## src/rtl/core/prdp_pkg.sv

```systemverilog
`timescale 1ns / 1ps
`default_nettype none

package prdp_pkg;

  // Configuration register indexes.
  localparam int unsigned CFG_IDX_W = 2;
  localparam int unsigned CFG_DATA_W = 16;
  localparam logic [CFG_IDX_W-1:0] CFG_FRAME_WIDTH  = 2'd0;
  localparam logic [CFG_IDX_W-1:0] CFG_FRAME_HEIGHT = 2'd1;
  localparam logic [CFG_IDX_W-1:0] CFG_X_OFFSET     = 2'd2;
  localparam logic [CFG_IDX_W-1:0] CFG_Y_OFFSET     = 2'd3;

  localparam int unsigned SIZE_W  = 13;
  localparam int unsigned POS_W   = 12;
  localparam int unsigned COORD_W = 16;
  localparam logic [SIZE_W-1:0] MAX_FRAME_SIZE = 13'd4096;

  // Depth of the record queue between the front and the back.
  localparam int unsigned QUEUE_DEPTH = 2;

  // One classified record, ready to be serialized.
  typedef struct packed {
    logic               hdr;     // record opens a datagram
    logic               dg_end;  // record closes a datagram
    logic [COORD_W-1:0] xs;
    logic [COORD_W-1:0] ys;
    logic [7:0]         red;
    logic [7:0]         green;
    logic [7:0]         blue;
  } rec_t;

  // A size of zero acts as one, a size beyond the maximum acts as the maximum.
  function automatic logic [SIZE_W-1:0] clamp_size(input logic [SIZE_W-1:0] v);
    logic [SIZE_W-1:0] r;
    r = v;
    if (v == '0) begin
      r = {{(SIZE_W-1){1'b0}}, 1'b1};
    end else if (v > MAX_FRAME_SIZE) begin
      r = MAX_FRAME_SIZE;
    end
    return r;
  endfunction

endpackage

`default_nettype wire

```

## src/rtl/core/prdp_if.sv

```systemverilog
`timescale 1ns / 1ps
`default_nettype none

// Pixel request channel.
interface prdp_pix_if;
  logic       valid;
  logic       ready;
  logic [7:0] red;
  logic [7:0] green;
  logic [7:0] blue;

  modport source (output valid, output red, output green, output blue, input ready);
  modport sink   (input valid, input red, input green, input blue, output ready);
endinterface

// Datagram byte channel.
interface prdp_byte_if;
  logic       valid;
  logic       ready;
  logic [7:0] out_byte;
  logic       datagram_end;
  logic       run_last;

  modport source (output valid, output out_byte, output datagram_end, output run_last,
                  input ready);
  modport sink   (input valid, input out_byte, input datagram_end, input run_last,
                  output ready);
endinterface

`default_nettype wire

```

## src/rtl/core/prdp_front.sv

```systemverilog
`timescale 1ns / 1ps
`default_nettype none

module prdp_front #(
  parameter int unsigned RECORDS_PER_DATAGRAM = 160
) (
  input  wire logic                           clk_i,
  input  wire logic                           rst_ni,
  input  wire logic                           cfg_we_i,
  input  wire logic [prdp_pkg::CFG_IDX_W-1:0]  cfg_idx_i,
  input  wire logic [prdp_pkg::CFG_DATA_W-1:0] cfg_data_i,
  prdp_pix_if.sink                            pix,
  input  wire logic                           full_i,
  output logic                                push_o,
  output prdp_pkg::rec_t                      rec_o
);
  import prdp_pkg::*;

  localparam int unsigned CW = $clog2(RECORDS_PER_DATAGRAM + 1);
  localparam logic [CW:0] RPD_C = (CW + 1)'(RECORDS_PER_DATAGRAM);

  logic [SIZE_W-1:0]  frame_width_q, frame_height_q;
  logic [COORD_W-1:0] x_offset_q, y_offset_q;
  logic [POS_W-1:0]   col_q, col_d, row_q, row_d;
  logic [CW-1:0]      cnt_q, cnt_d;

  logic [SIZE_W-1:0]  w, h, col_inc, row_inc;
  logic [CW:0]        cnt_inc;
  logic               row_last, frame_last, full, dg_end, accept;

  assign pix.ready = !full_i;
  assign accept    = pix.valid && !full_i;
  assign push_o    = accept;

  always_comb begin
    w          = clamp_size(frame_width_q);
    h          = clamp_size(frame_height_q);
    col_inc    = {1'b0, col_q} + {{(SIZE_W-1){1'b0}}, 1'b1};
    row_inc    = {1'b0, row_q} + {{(SIZE_W-1){1'b0}}, 1'b1};
    row_last   = col_inc >= w;
    frame_last = row_last && (row_inc >= h);
    cnt_inc    = {1'b0, cnt_q} + {{CW{1'b0}}, 1'b1};
    full       = cnt_inc >= RPD_C;
    dg_end     = full || frame_last;

    rec_o.hdr    = (cnt_q == '0);
    rec_o.dg_end = dg_end;
    rec_o.xs     = {{(COORD_W-POS_W){1'b0}}, col_q} + x_offset_q;
    rec_o.ys     = {{(COORD_W-POS_W){1'b0}}, row_q} + y_offset_q;
    rec_o.red    = pix.red;
    rec_o.green  = pix.green;
    rec_o.blue   = pix.blue;

    cnt_d = cnt_q;
    col_d = col_q;
    row_d = row_q;
    if (accept) begin
      cnt_d = dg_end ? '0 : cnt_inc[CW-1:0];
      if (frame_last) begin
        col_d = '0;
        row_d = '0;
      end else if (row_last) begin
        col_d = '0;
        row_d = row_inc[POS_W-1:0];
      end else begin
        col_d = col_inc[POS_W-1:0];
      end
    end
  end

  always_ff @(posedge clk_i or negedge rst_ni) begin
    if (!rst_ni) begin
      frame_width_q  <= 13'd64;
      frame_height_q <= 13'd32;
      x_offset_q     <= '0;
      y_offset_q     <= '0;
      col_q          <= '0;
      row_q          <= '0;
      cnt_q          <= '0;
    end else begin
      col_q <= col_d;
      row_q <= row_d;
      cnt_q <= cnt_d;
      if (cfg_we_i) begin
        case (cfg_idx_i)
          CFG_FRAME_WIDTH:  frame_width_q  <= cfg_data_i[SIZE_W-1:0];
          CFG_FRAME_HEIGHT: frame_height_q <= cfg_data_i[SIZE_W-1:0];
          CFG_X_OFFSET:     x_offset_q     <= cfg_data_i[COORD_W-1:0];
          CFG_Y_OFFSET:     y_offset_q     <= cfg_data_i[COORD_W-1:0];
          default: ;
        endcase
      end
    end
  end

endmodule

`default_nettype wire

```

## src/rtl/core/prdp_queue.sv

```systemverilog
`timescale 1ns / 1ps
`default_nettype none

module prdp_queue (
  input  wire logic            clk_i,
  input  wire logic            rst_ni,
  input  wire logic            push_i,
  input  wire prdp_pkg::rec_t  rec_i,
  output logic                 full_o,
  input  wire logic            pop_i,
  output logic                 empty_o,
  output prdp_pkg::rec_t       head_o
);
  import prdp_pkg::*;

  localparam int unsigned PW = (QUEUE_DEPTH > 1) ? $clog2(QUEUE_DEPTH) : 1;
  localparam int unsigned NW = $clog2(QUEUE_DEPTH + 1);
  localparam logic [NW-1:0] DEPTH_C = NW'(QUEUE_DEPTH);
  localparam logic [PW-1:0] LAST_C  = PW'(QUEUE_DEPTH - 1);

  rec_t          mem_q [QUEUE_DEPTH];
  logic [PW-1:0] wr_q, rd_q;
  logic [NW-1:0] num_q;
  logic          do_push, do_pop;

  assign full_o  = (num_q == DEPTH_C);
  assign empty_o = (num_q == '0);
  assign head_o  = mem_q[rd_q];
  assign do_push = push_i && !full_o;
  assign do_pop  = pop_i && !empty_o;

  always_ff @(posedge clk_i) begin
    if (do_push) begin
      mem_q[wr_q] <= rec_i;
    end
  end

  always_ff @(posedge clk_i or negedge rst_ni) begin
    if (!rst_ni) begin
      wr_q  <= '0;
      rd_q  <= '0;
      num_q <= '0;
    end else begin
      if (do_push) begin
        wr_q <= (wr_q == LAST_C) ? '0 : wr_q + 1'b1;
      end
      if (do_pop) begin
        rd_q <= (rd_q == LAST_C) ? '0 : rd_q + 1'b1;
      end
      if (do_push && !do_pop) begin
        num_q <= num_q + 1'b1;
      end else if (do_pop && !do_push) begin
        num_q <= num_q - 1'b1;
      end
    end
  end

endmodule

`default_nettype wire

```

## src/rtl/core/prdp_back.sv

```systemverilog
`timescale 1ns / 1ps
`default_nettype none

module prdp_back (
  input  wire logic            clk_i,
  input  wire logic            rst_ni,
  input  wire logic            empty_i,
  input  wire prdp_pkg::rec_t  head_i,
  output logic                 pop_o,
  prdp_byte_if.source          dgram
);
  import prdp_pkg::*;

  // Byte positions within a datagram record; the header takes the first two.
  localparam logic [3:0] POS_X_LO  = 4'd2;
  localparam logic [3:0] POS_X_HI  = 4'd3;
  localparam logic [3:0] POS_Y_LO  = 4'd4;
  localparam logic [3:0] POS_Y_HI  = 4'd5;
  localparam logic [3:0] POS_RED   = 4'd6;
  localparam logic [3:0] POS_GREEN = 4'd7;
  localparam logic [3:0] POS_BLUE  = 4'd8;

  logic [3:0] idx_q, idx_d, sel;
  logic       fire;

  always_comb begin
    sel = idx_q + (head_i.hdr ? 4'd0 : POS_X_LO);
    case (sel)
      POS_X_LO:  dgram.out_byte = head_i.xs[7:0];
      POS_X_HI:  dgram.out_byte = head_i.xs[15:8];
      POS_Y_LO:  dgram.out_byte = head_i.ys[7:0];
      POS_Y_HI:  dgram.out_byte = head_i.ys[15:8];
      POS_RED:   dgram.out_byte = head_i.red;
      POS_GREEN: dgram.out_byte = head_i.green;
      POS_BLUE:  dgram.out_byte = head_i.blue;
      default:   dgram.out_byte = 8'h00;
    endcase
    dgram.valid        = !empty_i;
    dgram.run_last     = (sel == POS_BLUE);
    dgram.datagram_end = dgram.run_last && head_i.dg_end;
    fire  = dgram.valid && dgram.ready;
    pop_o = fire && dgram.run_last;
    idx_d = idx_q;
    if (pop_o) begin
      idx_d = '0;
    end else if (fire) begin
      idx_d = idx_q + 4'd1;
    end
  end

  always_ff @(posedge clk_i or negedge rst_ni) begin
    if (!rst_ni) begin
      idx_q <= '0;
    end else begin
      idx_q <= idx_d;
    end
  end

endmodule

`default_nettype wire

```

## src/rtl/core/pixel_record_datagram_packer_unit.sv

```systemverilog
`timescale 1ns / 1ps
`default_nettype none

// Pixel record datagram packer. Pixels arrive one per request on pix_i in raster
// order, and a column and a row counter walk over the configured frame (sizes of
// zero act as one, sizes above 4096 act as 4096). Each pixel leaves on dgram_o as
// a 7-byte record: column plus x_offset and row plus y_offset, each 16 bits low
// byte first, then red, green and blue. A datagram opens with two zero header
// bytes and closes after RECORDS_PER_DATAGRAM records or at the last pixel of the
// frame; datagram_end marks its final byte and run_last marks the last byte of
// every pixel. The output is one byte per cycle while dgram_o is ready and a
// record is queued; the byte serializer in the back end sets that rate.
// A front end classifies each pixel and a two-entry record queue sits in between,
// so a new pixel is taken while the previous one is still being sent. Write the
// configuration registers only while the block is idle.
module pixel_record_datagram_packer_unit #(
  parameter int unsigned RECORDS_PER_DATAGRAM = 160
) (
  input  wire logic                           clk_i,
  input  wire logic                           rst_ni,
  input  wire logic                           cfg_we_i,
  input  wire logic [prdp_pkg::CFG_IDX_W-1:0]  cfg_idx_i,
  input  wire logic [prdp_pkg::CFG_DATA_W-1:0] cfg_data_i,
  prdp_pix_if.sink                            pix_i,
  prdp_byte_if.source                         dgram_o
);
  import prdp_pkg::*;

  // Records handed from the front end to the queue, and from the queue to the
  // serializer.
  rec_t push_rec, head_rec;
  logic push, full, pop, empty;

  prdp_front #(
    .RECORDS_PER_DATAGRAM(RECORDS_PER_DATAGRAM)
  ) u_front (
    .clk_i      (clk_i),
    .rst_ni     (rst_ni),
    .cfg_we_i   (cfg_we_i),
    .cfg_idx_i  (cfg_idx_i),
    .cfg_data_i (cfg_data_i),
    .pix        (pix_i),
    .full_i     (full),
    .push_o     (push),
    .rec_o      (push_rec)
  );

  prdp_queue u_queue (
    .clk_i   (clk_i),
    .rst_ni  (rst_ni),
    .push_i  (push),
    .rec_i   (push_rec),
    .full_o  (full),
    .pop_i   (pop),
    .empty_o (empty),
    .head_o  (head_rec)
  );

  // The serializer pops a record only after its last byte is taken.
  prdp_back u_back (
    .clk_i   (clk_i),
    .rst_ni  (rst_ni),
    .empty_i (empty),
    .head_i  (head_rec),
    .pop_o   (pop),
    .dgram   (dgram_o)
  );

endmodule

`default_nettype wire
```

## src/flat_wrapper.sv

```systemverilog
// flat-port wrapper written by rule: the top's interface ports become plain ports
module pixel_record_datagram_packer_unit_flat import prdp_pkg::*;
#(
  parameter int unsigned RECORDS_PER_DATAGRAM = 160
)
  (clk_i, rst_ni, cfg_we_i, cfg_idx_i, cfg_data_i, pix_i_valid, pix_i_red, pix_i_green, pix_i_blue, pix_i_ready, dgram_o_valid, dgram_o_out_byte, dgram_o_datagram_end, dgram_o_run_last, dgram_o_ready);
  prdp_pix_if pix_i_i ();
  prdp_byte_if dgram_o_i ();
  input  wire logic clk_i;
  input  wire logic rst_ni;
  input  wire logic cfg_we_i;
  input  wire logic [prdp_pkg::CFG_IDX_W-1:0] cfg_idx_i;
  input  wire logic [prdp_pkg::CFG_DATA_W-1:0] cfg_data_i;
  input wire logic [$bits(pix_i_i.valid)-1:0] pix_i_valid;
  input wire logic [$bits(pix_i_i.red)-1:0] pix_i_red;
  input wire logic [$bits(pix_i_i.green)-1:0] pix_i_green;
  input wire logic [$bits(pix_i_i.blue)-1:0] pix_i_blue;
  output wire logic [$bits(pix_i_i.ready)-1:0] pix_i_ready;
  output wire logic [$bits(dgram_o_i.valid)-1:0] dgram_o_valid;
  output wire logic [$bits(dgram_o_i.out_byte)-1:0] dgram_o_out_byte;
  output wire logic [$bits(dgram_o_i.datagram_end)-1:0] dgram_o_datagram_end;
  output wire logic [$bits(dgram_o_i.run_last)-1:0] dgram_o_run_last;
  input wire logic [$bits(dgram_o_i.ready)-1:0] dgram_o_ready;
  assign pix_i_i.valid = pix_i_valid;
  assign pix_i_i.red = pix_i_red;
  assign pix_i_i.green = pix_i_green;
  assign pix_i_i.blue = pix_i_blue;
  assign pix_i_ready = pix_i_i.ready;
  assign dgram_o_valid = dgram_o_i.valid;
  assign dgram_o_out_byte = dgram_o_i.out_byte;
  assign dgram_o_datagram_end = dgram_o_i.datagram_end;
  assign dgram_o_run_last = dgram_o_i.run_last;
  assign dgram_o_i.ready = dgram_o_ready;
  pixel_record_datagram_packer_unit #(.RECORDS_PER_DATAGRAM(RECORDS_PER_DATAGRAM)) u_core (.clk_i(clk_i), .rst_ni(rst_ni), .cfg_we_i(cfg_we_i), .cfg_idx_i(cfg_idx_i), .cfg_data_i(cfg_data_i), .pix_i(pix_i_i), .dgram_o(dgram_o_i));
endmodule
```

## config.mk

```make
export PLATFORM = sky130hd
export DESIGN_NAME = pixel_record_datagram_packer_unit_flat
export DESIGN_NICKNAME = d
export VERILOG_FILES = /design/src/rtl/core/prdp_pkg.sv /design/src/rtl/core/prdp_if.sv /design/src/rtl/core/prdp_front.sv /design/src/rtl/core/prdp_queue.sv /design/src/rtl/core/prdp_back.sv /design/src/rtl/core/pixel_record_datagram_packer_unit.sv /design/src/flat_wrapper.sv
export SDC_FILE = /design/constraint.sdc
export NUM_CORES = 1
export LEC_CHECK = 0
export BUFFER_PORTS_ARGS = -buffer_cell sky130_fd_sc_hd__buf_2
export CAP_MARGIN = 20
export CORE_UTILIZATION = 33
export CTS_BUF_LIST = sky130_fd_sc_hd__clkbuf_4 sky130_fd_sc_hd__clkbuf_8
export DETAILED_ROUTE_END_ITERATION = 8
export PLACE_DENSITY_LB_ADDON = 0.25
export SYNTH_ARGS = -nofsm -noshare
export SYNTH_HDL_FRONTEND = slang
export SYNTH_HIERARCHICAL = 1
export SYNTH_SLANG_ARGS = --single-unit
```

## constraint.sdc

```tcl
create_clock -name clk_i -period 5.2 [get_ports clk_i]
set_input_delay 0.78 -clock clk_i [delete_from_list [all_inputs] [get_ports clk_i]]
set_output_delay 0.78 -clock clk_i [all_outputs]
set_load 0.03 [all_outputs]
```

## Word-level counts from Yosys, hierarchy flattened

Memory sizes are Yosys's and may differ from the RTL's.
Index checks and enable logic that the tools add are counted.

| cells by class | value |
|---|---|
| reductions and logical operators | 27 |
| eq/ne operators | 11 |
| $add $sub $neg | 11 |
| mux-type cells | 19 |
| order comparisons | 5 |

Operators by type and width:

| operator | count |
|---|---|
| one-hot mux 8 bit (7 select lines) | 1 |
| 2-to-1 mux 13 bit | 4 |
| 2-to-1 mux 12 bit | 4 |
| adder 12 x 16 -> 16 bit | 2 |
| adder 12 x 1 -> 13 bit (second input constant) | 2 |
| greater-or-equal comparator 13 bit | 2 |
| > comparator 13 bit (second input constant) | 2 |
| logical NOT 13 bit | 2 |
| == test 4 x 3 -> 1 bit (second input constant) | 4 |
| AND reduction 2 bit | 5 |
| adder 8 x 1 -> 9 bit (second input constant) | 1 |
| greater-or-equal comparator 9 x 8 -> 1 bit (second input constant) | 1 |
| logical AND 1 bit | 9 |
| == test 4 x 2 -> 1 bit (second input constant) | 2 |
| logical NOT 8 bit | 1 |
| 2-to-1 mux 4 bit | 2 |
| 2-to-1 mux 8 bit | 1 |
| == test 2 bit (second input constant) | 3 |
| 2-to-1 mux 2 bit | 3 |
| nonzero test 2 bit | 3 |
| adder 4 x 1 -> 4 bit (second input constant) | 1 |
| adder 4 bit | 1 |
| == test 4 bit (second input constant) | 1 |
| logical NOT 1 bit | 4 |
| other kinds (7) | 12 |

| storage, ports and cells | value |
|---|---|
| bits of input ports | 47 |
| register bits after elaboration | 98 |
| logic and storage cells | 85 |
| output and inout port bits | 12 |
| RAM bits | 116 |
| memories | 1 |

Memory list:

| name | words | width | read ports | clocked after memory_dff | wr ports | line | text |
|---|---|---|---|---|---|---|---|
| u_core.u_queue.mem_q | 2 | 58 | 1 | 0 | 1 | prdp_queue.sv:21 | `rec_t mem_q [QUEUE_DEPTH];` |

## Depth between registers and ports, before layout

An unclocked memory read counts as a cell.

| logic depth | value |
|---|---|
| depth in word-level cells | 9 |
| depth in mapped cells | 14 |
| depth with buffers taken out | 13 |

## By module

Netlist, hierarchy kept.

By module, submodules not included:

| module | area an instance (µm²) | times used | cells an instance |
|---|---|---|---|
| prdp_front | 6050.8 | 1 | 606 |
| prdp_queue | 4428.0 | 1 | 200 |
| prdp_back | 847.1 | 1 | 109 |

## Worst setup path after synthesis

OpenSTA, ideal clock, no wires.

| path | value |
|---|---|
| kind | register -> register |
| from | reg u_core.u_queue.num_q[0] |
| to | mem u_core/u_queue/mem_q[0][0] (netlist bit), enable pin |
| cell stages (with the launch flop) | 9 |
| clock period less this slack | 4.316 ns |
| arrival time | 3.842 ns |
| required time | 4.726 ns |
| path slack | 0.884 ns |
| setup time | 0.474 ns |
| cell sequence | dfrtp_1 -> nand2b_1 -> inv_1 -> inv_1 -> nand2_1 -> inv_1 -> buf_2 -> nand2_1 -> nor2_1 |

| on the way | value |
|---|---|
| word-level cells in the longest chain between the ends | 6 |

Ends and longest elaborated chain:

| what | line | text |
|---|---|---|
| start: declaration | prdp_queue.sv:23 | `logic [NW-1:0] num_q;` |
| start signal: assignment | prdp_queue.sv:51 | `num_q <= num_q + 1'b1;` |
| start signal: assignment | prdp_queue.sv:53 | `num_q <= num_q - 1'b1;` |
| == test 2 bit | prdp_queue.sv:26 | `assign full_o = (num_q == DEPTH_C);` |
| net u_core.full | pixel_record_datagram_packer_unit.sv:32 | `logic push, full, pop, empty;` |
| logical NOT 1 bit | - |  |
| net pix_i_ready | flat_wrapper.sv:18 | `output wire logic [$bits(pix_i_i.ready)-1:0] pix_i_ready;` |
| logical AND 1 bit | prdp_front.sv:32 | `assign accept = pix.valid && !full_i;` |
| net u_core.push | pixel_record_datagram_packer_unit.sv:32 |  |
| logical AND 1 bit | prdp_queue.sv:29 | `assign do_push = push_i && !full_o;` |
| 2-to-1 mux 1 bit | prdp_queue.sv:33 | `if (do_push) begin` |
| 2-to-1 mux 1 bit (implied by the code) | prdp_queue.sv:34 | `mem_q[wr_q] <= rec_i;` |
| end: declaration | prdp_queue.sv:21 |  |

The timed path passes the listed nets, and every way through them passes these cells.

==> results.py <==
metrics = {
    "sta": {
        "slew_viol_final": 0,
        "fin_tns_setup_ns": 0,
        "max_slew.worst_pin.slew_ns": 1.019,
        "post-route-period-util": 0.7086,
        "setup_violations": 0,
        "skew_ns": 0.02161,
        "min_period_ns": 3.685,
        "rsz0062_at_grt": "no",
        "hold_viol_final": 0,
        "slew_headroom": 0.3178,
        "max_freq_mhz": 271.4,
    },
    "clock_network": {
        "clk_pin_slew_ns": 0.06,
        "cts-root-buf": "clkbuf_8",
        "cts_setup_buffers": 0,
        "cts.sinks": 214,
        "ctsResizeCount": 0,
        "clock_path_buffers": 3,
        "clk-insertion-delay-late_ns": 0.54,
        "cts_buffers": 39,
        "htreeDepth": 2,
        "cts_hold_buf": 0,
        "cts_tree": "built",
    },
    "logic_synthesis": {
        "ys_warn_count": 6,
        "synth_area_leaders": "edfxtp_1 31%, dfrtp_1 21%, mux2_2 13%",
        "ys_ff_latch": 214,
        "synth_fa_ha_area_frac": 0.06761,
        "synth_cells": 915,
        "muxShareOfSynthArea": 0.1425,
        "yosysUniqueCellTypes": 61,
        "synth.avg_cell_area_sq_um": 12.38,
        "synth_xor_area_frac": 0.04021,
        "syn-num-nets": 1022,
        "ys.flop_type": "edfxtp_1",
        "synth_top_family_by_area": "multiplexers",
        "async_reset_ff_frac": 0.4579,
        "synth-simple-area-share": 0.1017,
        "synth_area_sq_um": 11330,
        "synth_edf_count": 116,
        "synth-compound-area-share": 0.08197,
        "yosysTopAreaCell": "edfxtp_1",
        "yosysTopAreaCellShare": 0.3076,
        "ys_seq_area_frac": 0.5243,
    },
    "worst_setup_path": {
        "critPathKind": "flop to primary output",
        "cp-end-kind": "primary output",
        "cpLargestDelayFamily": "XOR/XNOR gates",
        "crit_buf_inv": 2,
        "worstPathArrival_ns": 2.90,
        "path_cells": "mux2_2 -> inv_1 -> ha_1 -> ha_1 -> xor2_1 -> nand3_1 -> nand4_1 -> buf_2",
        "r2r_slack_ns": 1.74,
        "crit_slowest_cell": "xor2_1",
        "rr_startpoint": "u_core/u_front/row_q[0]",
        "reg2regPathDepth": 13,
        "r2r-end": "u_core/u_front/cnt_q[6]",
        "required_ns": 4.42,
        "crit_top_cell": "ha_1",
        "startpoint_type": "flop",
        "critPathMaxFanout": 12,
        "slowest_delay_ns": 0.70,
    },
    "finish": {
        "area_delta_synth_final_pct": 11.74,
        "layout-drive-gt1-share": 0.2928,
        "finalNetCount": 1072,
        "final.fill_count": 3285,
        "mostFrequentLayoutCell": "mux2_2",
        "layout_common_cells": "130 x mux2_2, 116 x edfxtp_1, 95 x dfrtp_1, 69 x nand2_1, 58 x ha_1",
        "diodes": 0,
        "fin_util": 0.3765,
    },
    "grt": {
        "grt_usage": 0.1394,
        "antenna_found_initial": 0,
        "grt_pass1_wl_um": 38700,
        "grt_max_degree": 59,
        "grt_pass1_vias": 7013,
        "grt-ovfl-total": 0,
    },
    "min_path": {
        "min_path_type": "input port to asynchronous set/reset pin",
    },
    "detailed_routing": {
        "drt_iter0_markers": 361,
        "vias": 7000,
        "drc": 0,
        "wirelength_um": 24330,
        "viasPerCell": 4.854,
        "ant_nets": 0,
        "drt_pre_antenna_iters": 4,
        "post_drt_wl_per_cell_um": 16.87,
    },
    "die": {
        "dieArea_sq_um": 35070,
        "coreArea_sq_um": 33620,
        "rows": 67,
        "initial_utilization": 0.3369,
        "num_io_pins": 59,
        "die_h_um": 187.3,
        "die_w_um": 187.3,
    },
    "job": {
        "maxCapViolCount": 0,
    },
    "placement": {
        "hpwl_um": 16870,
        "io_buffers": 58,
        "gp_congestion": 0.7714,
    },
    "pwr": {
        "power.density_nw_per_um2": 515.4,
        "max-vdd-ir-drop_v": 0.0002825,
        "leakage_uw": 0.005155,
    },
    "run_status": {
        "status": "completed",
    },
}
==> per-stage QoR <==
step / cells / hold slack [ns] / power, uW / area [sq um] / setup WS (ns)
global route: 1442 / 0.3574 / 6953 / 12660 / 1.207
floorplan: 915 / 0.4608 / 4427 / 11330 / 0.8837
global placement: 1372 / 0.4943 / 4979 / 11880 / 1.792
CTS: 1442 / 0.3369 / 6626 / 12660 / 1.466
detailed placement: 1372 / 0.5037 / 5006 / 11880 / 1.730
finish: 1442 / 0.3265 / 6523 / 12660 / 1.515
==> area by class of cell <==
class	count	area [sq um]	area share
Sequential cell	214	5939	0.4693
Multi-Input combinational cell	617	4930	0.3895
Clock buffer	58	679.4	0.05368
Tap cell	448	560.5	0.04429
Timing Repair Buffer	65	345.3	0.02729
Inverter	28	105.1	0.008305
Clock inverter	12	96.34	0.007612
==> cell families after synthesis <==
family,count (synthesis)
AOI/OAI and AO/OA,135
xor gates and xnor gates,52
adders and majority gates,60
buffers and inverters,84
DFF,214
muxes,140
and+or+nand+nor,230
==> worst max path at each step <==
stage	start	to	cells after the start
2_1_floorplan	u_core/u_queue/num_q[0]	u_core/u_queue/mem_q[0][0]	8
3_3_place_gp	u_core/u_front/col_q[0]	u_core/u_front/row_q[5]	12
3_5_place_dp	u_core/u_front/col_q[0]	u_core/u_front/row_q[5]	12
4_1_cts	u_core/u_queue/rd_q	dgram_o_out_byte[3]	8
5_1_grt	u_core/u_queue/rd_q	dgram_o_run_last	8
6_report	u_core/u_queue/rd_q	dgram_o_out_byte[3]	8
==> synth_stat cells (7+ instances only) <==
| master | instances |
|---|---|
| a21o_1 | 10 |
| a21oi_1 | 30 |
| a31oi_1 | 9 |
| and3_1 | 14 |
| buf_2 | 11 |
| buf_4 | 27 |
| clkbuf_1 | 12 |
| dfrtp_1 | 96 |
| edfxtp_1 | 116 |
| ha_1 | 58 |
| inv_1 | 28 |
| mux2_2 | 130 |
| mux2_4 | 10 |
| nand2_1 | 69 |
| nand2b_1 | 15 |
| nand3_1 | 54 |
| nand4_1 | 8 |
| nor2_1 | 26 |
| nor2b_1 | 7 |
| nor3_1 | 9 |
| o211ai_1 | 7 |
| o21ai_0 | 34 |
| xnor2_1 | 30 |
| xor2_1 | 22 |
==> routing by layer <==
metal / GRT usage / part of all wire / vias up
met2: 0.2106 / 0.43 / 115
met4: 0.04477 / 0.020 / 0
li1: - / - / 3468
met5: 0 / 0 / -
met3: 0.02364 / 0.034 / 40
met1: 0.2019 / 0.51 / 3377
==> registers in the layout (all words and copies together), names as in the netlist <==
register	count
u_core/u_queue/mem_q	116
u_core/u_front/x_offset_q	16
u_core/u_front/y_offset_q	16
u_core/u_front/frame_height_q	13
u_core/u_front/frame_width_q	13
u_core/u_front/col_q	12
u_core/u_front/row_q	12
u_core/u_front/cnt_q	8
u_core/u_back/idx_q	4
u_core/u_queue/num_q	2
u_core/u_queue/rd_q	1
u_core/u_queue/wr_q	1
==> power by group <==
part	total [uW]	internal, uW	switching [uW]
clock network	1580	891	684
registers	2560	2320	237
logic	2390	1000	1380
No activity file was read; power rests on OpenSTA's default activity.
